===== src/design/abg_pkg.sv =====
// Shared types and constants of the anchor box generator.
package abg_pkg;

  localparam int TABLE_ENTRIES = 16;
  localparam int IDX_W = $clog2(TABLE_ENTRIES);
  localparam int COORD_W = 20;
  localparam int SIZE_W = 26;
  localparam int NUM_W = 52;
  localparam int DEN_W = 23;
  localparam int ROOT_W = NUM_W / 2;
  localparam int IN_DATA_W = 80;
  localparam int OUT_DATA_W = 88;
  localparam int CFG_IDX_W = 3;
  localparam int CFG_DATA_W = 12;

  typedef enum logic {
    OP_LOAD = 1'b0,
    OP_CELL = 1'b1
  } op_e;

  typedef enum logic [1:0] {
    KIND_MIN   = 2'd0,
    KIND_SQRT  = 2'd1,
    KIND_RATIO = 2'd2,
    KIND_FIXED = 2'd3
  } kind_e;

  typedef enum logic [CFG_IDX_W-1:0] {
    CFG_IMAGE_WIDTH  = 3'd0,
    CFG_IMAGE_HEIGHT = 3'd1,
    CFG_MAP_WIDTH    = 3'd2,
    CFG_MAP_HEIGHT   = 3'd3,
    CFG_ENTRY_COUNT  = 3'd4,
    CFG_CLIP_ENABLE  = 3'd5
  } cfg_idx_e;

  typedef struct packed {
    op_e         op;
    logic [3:0]  entry_index;
    kind_e       kind;
    logic [15:0] size_a;
    logic [15:0] size_b;
    logic [15:0] ratio;
    logic [9:0]  cell_col;
    logic [9:0]  cell_row;
  } item_t;

  typedef struct packed {
    kind_e       kind;
    logic [15:0] a;
    logic [15:0] b;
    logic [15:0] r;
  } shape_t;

  typedef struct packed {
    logic [11:0] image_width;
    logic [11:0] image_height;
    logic [9:0]  map_width;
    logic [9:0]  map_height;
    logic [4:0]  entry_count;
    logic        clip_enable;
  } cfg_t;

  typedef struct packed {
    logic signed [COORD_W-1:0] xmin;
    logic signed [COORD_W-1:0] ymin;
    logic signed [COORD_W-1:0] xmax;
    logic signed [COORD_W-1:0] ymax;
    logic                      fits_image;
    logic                      has_fit_flag;
    logic [3:0]                shape_index;
    logic                      last_box;
  } box_t;

endpackage


===== src/design/abg_front.sv =====
// Front end: unpack and classify input transfers into a two-entry queue.
module abg_front import abg_pkg::*; (
  input  logic                 clk_i,
  input  logic                 rst_ni,
  input  logic                 s_axis_tvalid,
  output logic                 s_axis_tready,
  input  logic [IN_DATA_W-1:0] s_axis_tdata,
  input  logic                 s_axis_tuser,
  input  logic                 pop_i,
  output logic                 item_valid_o,
  output item_t                item_o
);

  item_t      fifo_q [2];
  logic       wr_ptr_q, rd_ptr_q;
  logic [1:0] count_q;
  item_t      in_item;
  logic       push, pop;

  always_comb begin
    in_item.op          = op_e'(s_axis_tuser);
    in_item.entry_index = s_axis_tdata[3:0];
    in_item.kind        = kind_e'(s_axis_tdata[5:4]);
    in_item.size_a      = s_axis_tdata[21:6];
    in_item.size_b      = s_axis_tdata[37:22];
    in_item.ratio       = s_axis_tdata[53:38];
    in_item.cell_col    = s_axis_tdata[63:54];
    in_item.cell_row    = s_axis_tdata[73:64];
  end

  assign s_axis_tready = (count_q != 2'd2);
  assign item_valid_o  = (count_q != 2'd0);
  assign item_o        = fifo_q[rd_ptr_q];
  assign push          = s_axis_tvalid && s_axis_tready;
  assign pop           = pop_i && item_valid_o;

  always_ff @(posedge clk_i) begin
    if (push) begin
      fifo_q[wr_ptr_q] <= in_item;
    end
  end

  always_ff @(posedge clk_i or negedge rst_ni) begin
    if (!rst_ni) begin
      wr_ptr_q <= 1'b0;
      rd_ptr_q <= 1'b0;
      count_q  <= 2'd0;
    end else begin
      if (push) wr_ptr_q <= ~wr_ptr_q;
      if (pop) rd_ptr_q <= ~rd_ptr_q;
      count_q <= count_q + {1'b0, push} - {1'b0, pop};
    end
  end

endmodule


===== config.mk =====
export PLATFORM = sky130hd
export DESIGN_NAME = abg_front
export DESIGN_NICKNAME = d
export VERILOG_FILES = /design/src/design/abg_pkg.sv /design/src/design/abg_front.sv
export SDC_FILE = /design/constraint.sdc
export NUM_CORES = 1
export LEC_CHECK = 0
export ABC_CLOCK_PERIOD_IN_PS = 10730
export BUFFER_PORTS_ARGS = -buffer_cell sky130_fd_sc_hd__buf_2
export CORE_MARGIN = 1.5
export CORE_UTILIZATION = 50
export CTS_BUF_LIST = sky130_fd_sc_hd__clkbuf_8 sky130_fd_sc_hd__clkbuf_16
export DETAILED_ROUTE_END_ITERATION = 10
export GPL_ROUTABILITY_DRIVEN = 0
export GPL_TIMING_DRIVEN = 0
export MAX_ROUTING_LAYER = met4
export PLACE_DENSITY = 0.77
export SETUP_SLACK_MARGIN = 0.4
export SLEW_MARGIN = 20
export SYNTH_ARGS = -nofsm -noshare
export SYNTH_HDL_FRONTEND = slang
export SYNTH_SLANG_ARGS = --single-unit

===== constraint.sdc =====
create_clock -name clk_i -period 10.73 [get_ports clk_i]
set_input_delay 1.073 -clock clk_i [delete_from_list [all_inputs] [get_ports clk_i]]
set_output_delay 1.073 -clock clk_i [all_outputs]
set_load 0.02 [all_outputs]

Word-level counts from Yosys, hierarchy flattened
Memories as Yosys holds them, arrays and structs flattened.
Index checks and enable logic that the tools add are counted.
Cells by class
  $add $sub $neg: 2
  equal/unequal tests: 1
  muxes and demuxes: 2
  bitwise operators: 2
  reductions and logical operators: 3
Operator list (count)
  $add A2 B1 Y2: 1
  $logic_and A1 B1 Y1: 2
  $mux W1: 2
  $ne A2 B2 Y1 const B: 1
  $not A1 Y1: 2
  $reduce_bool A2 Y1: 1
  $sub A2 B1 Y2: 1
Storage, ports and cells
  bits in registers: 4
  bits in writable memories: 150
  bits of input ports: 85
  output and inout bits: 77
  logic and storage cells: 14
  memories kept: 1
Memories
  fifo_q: depth 2, width 75, read ports 1, clocked after Yosys merged registers in 0, write ports 1, RTL line abg_front.sv:14  | item_t fifo_q [2];

Logic depth before layout (Yosys ltp)
Gate-level depths: netlist of the first run.
  word-level depth: 4
  mapped depth: 7
  depth with buffers taken out: 7

Worst setup path after synthesis of the first run
No wires, ideal clock.
  path kind: input-to-reg
  start: input s_axis_tvalid
  end: memory fifo_q[0][0] (netlist name), enable pin
  library setup time: 509 ps
  arrival: 4304 ps
  required time: 10221 ps
  slack: 5917 ps
  stages: 2
  path buffers: 0
  cells stage by stage: nand2_1 nor2_1
On the way
  word-level cells in the longest chain between the ends: 3
RTL lines
  from (decl): RTL line abg_front.sv:5  | input logic s_axis_tvalid,
  $logic_and A1 B1 Y1: RTL line abg_front.sv:34  | assign push = s_axis_tvalid && s_axis_tready;
  $mux W1: RTL line abg_front.sv:38  | if (push) begin
  $mux W1 (implied by the code): RTL line abg_front.sv:39  | fifo_q[wr_ptr_q] <= in_item;
  to (decl): RTL line abg_front.sv:14
Every way passes these cells.

==> results of run 1 <==
==> cell type report <==
class / count / area share
clock buffer: 17 / 0.0573
multi-input combinational: 87 / 0.148
timing repair buffer: 159 / 0.117
sequential: 154 / 0.620
inverter: 1 / 0.000505
tap: 143 / 0.0241
clock inverter: 15 / 0.0234
buffer: 8 / 0.00910
antenna: 1 / 0.000337
==> kinds of logic (layout without fill, tap and decap cells) <==
group / Yosys count / in the layout / synth area share
xor+xnor: 4 / 4 / 0.00608
fa+ha+maj: 2 / 2 / 0.00434
buf+inv: 9 / 200 / 0.0124
flops: 154 / 154 / 0.799
mux: 75 / 75 / 0.173
other cells: 0 / 1 / 0
simple gates: 6 / 6 / 0.00565
==> metal layers <==
metal / global-route usage / up-vias / share of wire
met2: 0.283 / 96 / 0.53
met3: 0.0529 / 8 / 0.069
met4: 0.0806 / 0 / 0.0098
li1: - / 1351 / -
met5: - / - / 0
met1: 0.184 / 1395 / 0.39
==> critical path, stage by stage, from the launching register on <==
cell	delay, ns
dfrtp_1	0.39
buf_4	0.24
buf_6	0.21
mux2_4	0.32
buf_2	0.16
==> metrics by stage <==
| step | instance area [sq um] | std cells | util |
|---|---|---|---|
| global route | 7430 | 585 | 0.656 |
| CTS | 7420 | 584 | 0.656 |
| detailed placement | 6830 | 552 | 0.603 |
| floorplan | 5760 | 250 | - |
| finish | 7430 | 585 | 0.656 |
| global placement | 6720 | 548 | 0.593 |
==> report_power, final <==
part | internal [mW] | leakage, nW | switching [mW] | total, mW
clock | 0.366 | 0.289 | 0.232 | 0.597
combinational | 0.329 | 1.20 | 0.417 | 0.746
sequential | 0.822 | 1.44 | 0.0345 | 0.857
total | 1.52 | 2.93 | 0.683 | 2.20
==> path summary, 6_finish.rpt <==
| kind | startpoint | end | slack, ns | depth (start not counted) |
|---|---|---|---|---|
| worst min register to register | count_q[0] | count_q[0] | 0.53 | 1 |
| max in group asynchronous | rst_ni | count_q[1] | 10.15 | 1 |
| worst min-delay path | rst_ni | wr_ptr_q | 0.45 | 1 |
| min in group clk_i | count_q[0] | count_q[0] | 0.53 | 1 |
| worst max-delay path | rd_ptr_q | item_o[30] | 7.93 | 4 |
| worst max register to register | count_q[1] | fifo_q[0][0] | 8.73 | 5 |
==> flip-flops by register name, indices dropped and copies added, names as in the netlist <==
register  count
count_q       2
fifo_q      150
rd_ptr_q      1
wr_ptr_q      1
==> cells in the mapped netlist (all sizes together) <==
| cell type | number |
|---|---|
| nand2 | 1 |
| xor2 | 1 |
| or2 | 1 |
| nand2b | 1 |
| buf | 8 |
| edfxtp | 150 |
| mux2 | 75 |
| and2 | 1 |
| nor2 | 1 |
| xnor2 | 3 |
| inv | 1 |
| ha | 2 |
| and3 | 1 |
| dfrtp | 4 |
==> results.md, run 1 <==
- The flow ran to the end, and the final reports show no timing, DRC or antenna violations.
- The average instance in the mapped netlist occupies 23.1 sq um.
- The startpoint type of the worst setup path is a flop.
- The achievable clock frequency is 357 MHz.
- The wire length of the first global-routing pass is 14100 microns.
- The placeable core area is 0.0113 sq mm.
- The post-synthesis sequential area ratio is 0.799.
- The net count of the mapped netlist is 337.
- The library cell occupying the most area in the post-synthesis netlist is edfxtp_1.
- The overall power of the completed layout is 2.20 mW.
- Dividing total power by cell area gives a power density of 296 mW/mm^2.
- The wire-length estimate of the detail-placed layout is 6570 microns.
- The final routed wirelength across all metal layers is 9760 microns.
- The clock transition at the registers of the reported paths is 0.06 ns.
- Leaving out fill and tap cells, the most frequent cells in the layout are buf_2 (158), edfxtp_1 (150), mux2_4 (40), mux2_2 (35), clkbuf_16 (17).
- Setup repair after global routing left no endpoint under its margin.
- Across the VDD grid, the largest voltage drop is 0.176 mV.
- The critical path is of the flop to primary output type.
- STA classifies the critical path endpoint as a primary output.
- The number of filler cells placed in the layout is 803.
- Across all hold checks on the routed design, the worst slack comes to 0.455 ns.
- After detailed routing, the number of remaining DRC violations is 0.
- The class of the most critical hold timing path is input pin to async pin.
- For this configuration, the core starts out at a cell density of 0.509.
- The sequential cell area is 0.00460 sq mm.
- The first-iteration detailed-routing DRC count is 85.
- The worst clock skew is 0.00774 ns.
- The floorplan die height is 110 microns.
- The setup violation total in the final timing report is 0.
- From synthesis to final layout, the design area changed by 28.9%.
- The latest clock arrival within the worst-skew pair is 0.41 ns.
- Counting along the longest clock path gives a buffer depth of 2.
- TritonCTS built the clock tree.
- The remaining antenna violation count after routing is 0.
- During synthesis, Yosys emitted a total of 0 warnings.
- The share of synthesized area in the top cell type comes to 0.782.
- Of the available clock period, the critical path in the final layout requires 0.261.
- Prior to clock tree synthesis, the placed netlist has a worst setup slack of 8.06 ns.
- In the global route stage, overall resource usage came out at 0.169.
- The top-level port count is 162.
- At the end of the flow, the number of nets in the layout was 515.
- The count of TritonRoute iterations in the first routing pass is 4.
- The final critical path time including I/O delays and setup is 2.80 ns.
- In the final routed layout, each cell accounts on average for 16.7 microns.
- Counting every sink on the clock net gives 154.
- The number of vias in the routed layout is 2850.
- The CTS root buffer is clkbuf_16.
- The most common cell after layout, fill and taps aside is buf_2.
- In this run the static leakage power is 2.93 nW.
- The via count of the first global-routing pass is 2946.
- The multi-input combinational cells in the finished layout cover a total of 0.00110 sq mm.
- The biggest fanout along the worst timing path is 10.
- Buffers placed on the I/O ports in this run total 155.
- The maximum level of the CTS H-tree is 4.
- The gate count after technology mapping is 250.
- The arrival time at the worst endpoint is 1.73 ns.
- The number of distinct standard cells referenced by the synthesized netlist is 17.
- Yosys attributes the largest share of cell area to edfxtp_1 (78%), mux2_4 (10%), mux2_2 (6.8%).
- The remaining max-slew budget at the tightest pin is 0.546.
- Entering global routing, the biggest net connects 41 pins.
- The count of standard-cell rows is 39.
- At the worst endpoint, the required time is 9.66 ns.
- The initial antenna violation count was 1.
- After clock tree synthesis, the repair step resized 0 gates.
- The final global-route overflow total is 0.
- For the final routed database, the setup TNS stands at 0 ns.
- The register bit count reported by yosys is 154.
- In the routed layout, each cell is associated on average with a via count of 4.87.
- The number of hold violations in the final report is 0.
- The total setup buffers inserted after CTS is 0.
- The area of the mapped netlist is 0.00576 sq mm.
- The chip width is 110 microns.
- Max-cap violations in this run came to 0.
- The floorplan step defined a die boundary enclosing 0.0122 sq mm.
- The minimum setup slack in the final design is 7.93 ns.
- The final max-slew violation count came to 0.
- The hold-fix buffer count after cts is 0.
- For the pin with the worst max-slew slack, the measured transition is 0.679 ns.
- In the final layout, the share of cells above drive strength 1 is 0.621.
- The clock buffer count from CTS is 17.
(Power assumes the default switching activity.)
==> run 2, diff against run 1 <==
Settings changed: ABC_CLOCK_PERIOD_IN_PS 10730 to 2490, CORE_UTILIZATION 50 to 47, PLACE_DENSITY 0.77 to 0.76.
Clock period 10.73 ns to 2.49 ns, I/O delays scaled along.
==> run 2 against run 1 <==
Final area is 0.42% higher. Clock skew fell by 0.0043 ns. Via count rose by 2.0%. Critical path depth unchanged. Non-clock buffer count increased by 2. Sequential power rose to 4.3 times the previous value. Sequential share of layout area down 0.26 points. First-iteration DRC count is 49% higher. Global-route usage is 0.33 points lower. Routed wire length is 1.3% higher.
==> results.md, run 2 (same netlist as run 1, synthesis figures left out) <==
- The remaining design rule violation count is 0 (unchanged).
- The number of hold violations in the final report came to 0 (unchanged).
- The number of flip-flops in the largest register is 150 (unchanged).
- The CTS sink count came to 154 (unchanged).
- The placeable core area came to 0.0120 sq mm (+5.7%).
- The first-iteration detailed-routing DRC count is 127 (+49%).
- The die outline area was 0.0129 sq mm (+6.2%).
- The number of filler cells placed in the layout was 866 (+7.8%).
- The endpoint identified for the worst register-to-register timing path is fifo_q[0][29].
- Compared with the post-synthesis result, the final layout area differs by 29.4%.
- The maximum level of the CTS H-tree is 4 (unchanged).
- The worst path required time came to 2.24 ns (-7.42 ns).
- The count of nets after finishing is 517 (+0.39%).
- The class of the most critical hold timing path is input pin to flop.
- The fraction of layout cells with a size suffix above 1 came to 0.613 (-0.00819).
- The launch point of the worst reg-to-reg path is count_q[1].
- The setup violation total in the final timing report is 0 (unchanged).
- The maximum number of pins on one net before global-route repair is 40 (-2.4%).
- More flip-flops sit in one register than any other, and that register is fifo_q.
- The clock transition at the registers of the reported paths is 0.06 ns (about the same).
- The worst clock skew came to 0.00345 ns (-0.00429 ns).
- The worst hold slack after final layout is 0.0218 ns (-0.433 ns).
- The total of cells resized after clock tree synthesis is 0 (unchanged).
- The chip width is 114 microns (+3.1%).
- The standard cell area after detailed placement is 0.00685 sq mm (+0.29%).
- The overall power of the completed layout is 9.51 mW (+330%).
- The minimum setup slack in the final design is 0.537 ns (-7.39 ns).
- The critical path is of the flop to primary output type.
- The number of vias in the routed layout is 2906 (+2.0%).
- The final global-route overflow total is 0 (unchanged).
- The final max-slew violation count came to 0 (unchanged).
- The arrival time at the worst endpoint was 1.70 ns (-0.03 ns).
- The clock tree from TritonCTS is done.
- The biggest fanout along the worst timing path was 10 (unchanged).
- The worst path needs 1.95 ns of the cycle, external delays included.
- The deepest clock path buffer count came to 2 (unchanged).
- In this run the worst setup path terminates at item_o[39].
- The count of standard-cell rows is 40 (+2.6%).
- The root buffer cell chosen for the clock tree is clkbuf_16.
- The clock buffer count from CTS is 17 (unchanged).
- The count of max-cap constraint violations came to 0 (unchanged).
- The overall fraction of global-route tracks in use is 0.166 (-0.00334).
- The setup slack of the most critical reg-to-reg path came to 0.71 ns (-8.02 ns).
- In the final layout, the registers with the most flip-flops are fifo_q (150), count_q (2).
- The area of the multi-input gates was 0.00111 sq mm (+1.4%).
- The placement-stage worst setup slack came to 0.694 ns (-7.37 ns).
- The leakage power is 2.96 nW (+1.0%).
- The latest clock arrival within the worst-skew pair is 0.41 ns (about the same).
- The library cells used most frequently in the layout, excluding fill and tap cells, are buf_2 (158), edfxtp_1 (150), mux2_4 (40), mux2_2 (35), clkbuf_16 (17).
- The critical path endpoint category is a primary output.
- The sequential cell area is 0.00460 sq mm (unchanged).
- The remaining antenna violation count after routing is 0 (unchanged).
- The critical path starts at rd_ptr_q.
- The average vias per placed instance came to 4.93 (+1.1%).
- The areal power density over the cells came to 1280 mW/mm^2 (+330%).
- The wire length of the first global-routing pass came to 15200 microns (+7.8%).
- The number of stages on the worst hold path is 1.
- In the finished design, the share of the clock period the worst path needs comes to 0.784.
- The floorplan die height is 114 microns (+3.1%).
- The final routed wirelength across all metal layers is 9880 microns (+1.3%).
- The remaining max-slew budget at the tightest pin is 0.622 (+0.0762).
- The port buffer count came to 155 (unchanged).
- The worst ir drop on vdd is 0.678 mV (+290%).
- The most common cell after layout, fill and taps aside is buf_2.
- The finished layout cell area is 0.00746 sq mm (+0.42%).
- Setup repair after global routing left no endpoint under its margin.
- The top-level port count came to 162 (unchanged).
- The run finished with clean final reports.
- The final HPWL from detailed placement is 6580 microns (+0.11%).
- The initial core utilization was 0.482 (-0.0273).
- The transition time at the pin with the least slew margin is 0.567 ns (-0.113 ns).
- The path depth of the worst reg2reg path is 5 (unchanged).
- The achievable clock frequency is 512 MHz.
- The initial antenna violation count is 1 (unchanged).
- The startpoint type of the worst setup path is a flop.
- The via count of the first global-routing pass is 3148 (+6.9%).
- The count of TritonRoute iterations in the first routing pass is 4 (unchanged).
- The detailed-route wire length per cell is 16.8 microns (+0.44%).
## run 2: changes by cell type in the layout (fill, tap and decap cells not counted), sizes merged
| cell | change |
|---|---|
| clkinvlp | -2 |
| dlygate4sd3 | +2 |
| bufinv | +1 |
## run 2: routing by layer
layer / part of all wire / vias up / wire length, microns / global-route usage
met3: 0.065 / 19 / 638 / 0.0531
li1: - / 1354 / - / -
met1: 0.41 / 1427 / 4030 / 0.184
met4: 0.022 / 0 / 221 / 0.0792
met5: 0 / - / 0 / -
met2: 0.50 / 106 / 4990 / 0.272
## run 2: cell type report
class	count	area share
Timing Repair Buffer	161	0.119
Tap cell	147	0.0247
Clock inverter	14	0.0221
Clock buffer	17	0.0570
Inverter	1	0.000503
Sequential cell	154	0.617
Antenna cell	1	0.000336
Multi-Input combinational cell	87	0.149
Buffer	8	0.00906
## run 2: repair_timing
item	in CTS	in global routing
hold endpoints to repair	6	0
buffers inserted	0	0
setup endpoints to repair	0	0
hold buffers	2	0
## run 2: critical path, cell delays in order (launching register included)
cell     delay, ns
dfrtp_1       0.38
buf_4         0.23
buf_6         0.21
mux2_4        0.32
buf_2         0.16
## run 2: stage by stage
step	utilization	std cells	setup TNS, ns
final	0.624	590	0
after detailed placement	0.572	556	0
after global placement	0.564	552	-15.86
after CTS	0.623	589	0
after global routing	0.624	590	0
after floorplan	-	250	0
## run 2: where the power goes
group / switching (mW) / internal [mW] / leakage (nW)
registers: 0.155 / 3.54 / 1.44
logic: 1.82 / 1.43 / 1.22
clock network: 0.922 / 1.64 / 0.302
total: 2.89 / 6.62 / 2.96
## run 2: worst min path at each step
stage / to / startpoint / slack, ns
2_1_floorplan: count_q[0] / rst_ni / -0.05
3_3_place_gp: count_q[0] / rst_ni / 0.06
3_5_place_dp: count_q[0] / rst_ni / 0.06
4_1_cts: fifo_q[1][13] / s_axis_tdata[57] / 0.002
5_1_grt: fifo_q[1][16] / s_axis_tdata[60] / 0.004
6_report: fifo_q[0][13] / s_axis_tdata[57] / 0.02
==> run 3, diff against run 2 <==
Settings changed: ABC_CLOCK_PERIOD_IN_PS 2490 to 1920, CORE_UTILIZATION 47 to 50, PLACE_DENSITY 0.76 to 0.77.
Clock period 2.49 ns to 1.92 ns, I/O delays scaled along.
==> run 3 against run 2 <==
Clock-buffer cell count unchanged. Final area increased by 17%. Routed wire length is 15% higher. Combinational power grew 71%. First-iteration DRC count down 25%. Sequential cell count unchanged. Non-clock buffer count increased by 86. Clock skew is 0.0061 ns higher. Worst setup slack got worse by 0.42 ns. Via count rose by 12%. Sequential share of layout area fell by 8.8 points. Critical endpoint is now item_o[52]. Largest power group is now combinational logic. Highest routed layer unchanged.
==> results.md, run 3 (same netlist as run 1, synthesis figures left out) <==
- The placement-stage worst setup slack is 0.0949 ns (-0.599 ns).
- The final max-slew violation count is 0 (unchanged).
- The CTS sink count was 154 (unchanged).
- The worst clock skew is 0.00954 ns (+0.00609 ns).
- The sequential cell area was 0.00461 sq mm (about the same).
- The remaining design rule violation count is 0 (unchanged).
- The overall fraction of global-route tracks in use is 0.197 (+0.0315).
- The port buffer count is 155 (unchanged).
- The number of filler cells placed in the layout was 625 (-28%).
- Compared with the post-synthesis result, the final layout area differs by 51.1%.
- The maximum number of pins on one net before global-route repair is 47 (+18%).
- The count of non-filler cells in the finished layout is 673 (+14%).
- The biggest fanout along the worst timing path is 10 (unchanged).
- The clock tree from TritonCTS is done.
- The number of vias in the routed layout is 3269 (+12%).
- The via count of the first global-routing pass is 3393 (+7.8%).
- The path type of the worst setup path is flop to primary output.
- The area of the multi-input gates is 0.00120 sq mm (+7.5%).
- The finished layout cell area was 0.00871 sq mm (+17%).
- The remaining max-slew budget at the tightest pin is 0.737 (+0.115).
- Setup repair after global routing could not meet its margin everywhere.
- Counting flops per register, the top entry is fifo_q.
- The maximum level of the CTS H-tree came to 4 (unchanged).
- The worst path required time was 1.73 ns (-0.51 ns).
- The count of TritonRoute iterations in the first routing pass is 4 (unchanged).
- The final routed wirelength across all metal layers was 11400 microns (+15%).
- The class of the most critical hold timing path is input pin to async pin.
- Leaving out fill and tap cells, the most frequent cell in the layout is edfxtp_1.
- The setup violation total in the final timing report came to 0 (unchanged).
- The first-iteration detailed-routing DRC count is 95 (-25%).
- The first element of the critical path is rd_ptr_q.
- The startpoint identified for the worst register-to-register timing path is count_q[1].
- The deepest clock path buffer count was 2 (unchanged).
- The transition time at the pin with the least slew margin came to 0.395 ns (-0.172 ns).
- The initial antenna violation count was 0 (-1).
- The final global-route overflow total was 0 (unchanged).
- The worst setup path is captured at a primary output.
- The latest clock arrival within the worst-skew pair is 0.40 ns (about the same).
- The standard cell area after detailed placement was 0.00686 sq mm (+0.15%).
- The number of flip-flops in the largest register is 150 (unchanged).
- The number of antenna cells inserted is 0 (-1).
- The floorplan die height was 110 microns (-3.0%).
- The root buffer cell chosen for the clock tree is clkbuf_16.
- The arrival time at the worst endpoint is 1.61 ns (-0.09 ns).
- The worst ir drop on vdd came to 0.903 mV (+33%).
- The clock transition at the registers of the reported paths is 0.06 ns (about the same).
- The areal power density over the cells is 1550 mW/mm^2 (+21%).
- The chip width is 110 microns (-3.0%).
- The remaining antenna violation count after routing was 0 (unchanged).
- The largest registers in the layout are fifo_q (150), count_q (2).
- The achievable clock frequency is 556 MHz.
- The count of standard-cell rows is 39 (-2.5%).
- The minimum setup slack in the final design was 0.121 ns (-0.416 ns).
- The wire length of the first global-routing pass came to 16700 microns (+9.5%).
- The clock buffer count from CTS is 17 (unchanged).
- The leakage power is 3.49 nW (+18%).
- The die outline area is 0.0122 sq mm (-5.8%).
- The count of max-cap constraint violations is 0 (unchanged).
- The placeable core area is 0.0113 sq mm (-5.4%).
- The average vias per placed instance is 4.86 (-1.4%).
- The detailed-route wire length per cell is 16.9 microns (+1.0%).
- The post-placement cell count was 552 (-0.72%).
- The top-level port count is 162 (unchanged).
- The number of hold violations in the final report is 0 (unchanged).
- The final HPWL from detailed placement was 6770 microns (+2.8%).
- The initial core utilization was 0.509 (+0.0273).
- In the finished design, the share of the clock period the worst path needs comes to 0.937.
- In the layout the commonest cells are edfxtp_1 (150), buf_2 (109), dlygate4sd3_1 (76), mux2_4 (51), buf_6 (32).
- The fraction of layout cells with a size suffix above 1 is 0.551 (-0.0622).
- The flow ran to the end, and the final reports show no timing, DRC or antenna violations.
- The startpoint type of the worst setup path is a flop.
- The count of nets after finishing was 604 (+17%).
- The worst path in the final design needs a cycle of 1.80 ns, including I/O delays and setup.
[run 3: cell count changes in the layout (fill, tap and decap cells not counted), sizes merged]
cell / delta
clkbuf: +1
dlygate4sd3: +74
and3: +1
buf: +11
clkinvlp: +3
bufinv: -2
diode: -1
[run 3: routing by layer]
metal  part of all wire  track usage
met2               0.53        0.338
met4             0.0067       0.0641
met1               0.40        0.217
met3              0.064       0.0658
met5                  0            -
[run 3: cell type report]
| class | count | area share |
|---|---|---|
| flip-flops and latches | 154 | 0.529 |
| repair buffers | 247 | 0.232 |
| multi-input cells | 88 | 0.138 |
| clock buffers | 17 | 0.0489 |
| well taps | 143 | 0.0205 |
| plain buffers | 8 | 0.0162 |
| clock inverters | 15 | 0.0157 |
| inverters | 1 | 0.000431 |
[run 3: critical path, cell delays in order, from the launching register on]
cell     delay [ns]
dfrtp_2        0.43
buf_12         0.16
buf_12         0.15
mux2_4         0.29
buf_4          0.16
[run 3: final timing paths]
kind	endpoint	slack (ns)	cells past startpoint
max reg2reg	count_q[1]	0.30	7
min in group clk_i	wr_ptr_q	0.16	3
max	item_o[52]	0.12	4
min	count_q[0]	0.14	2
min reg2reg	wr_ptr_q	0.65	1
max in group asynchronous	rd_ptr_q	1.65	2
[run 3: power breakdown]
part	total, mW	internal, mW	switching [mW]
combinational	5.56	2.91	2.65
sequential	4.81	4.60	0.218
clock	3.10	1.89	1.21
total	13.5	9.39	4.08
[run 3: repair_timing]
action                                 CTS  global route
resized for setup                       83            35
buffers inserted                         8             1
pin swaps                                7             0
gates cloned                             3             1
hold buffers                            76             0
endpoints found under the hold margin  154             0
setup endpoints to repair              184            78
[run 3: per-stage QoR]
stage	power, mW	setup TNS, ns	hold WS (ns)	utilization
2_1_floorplan	7.81	-20.99	-0.104	-
3_3_place_gp	8.92	-93.69	0.00289	0.595
3_5_place_dp	9.18	0	0.00225	0.606
4_1_cts	13.3	0	0.106	0.758
5_1_grt	14.1	0	0.120	0.769
6_report	13.5	0	0.137	0.769
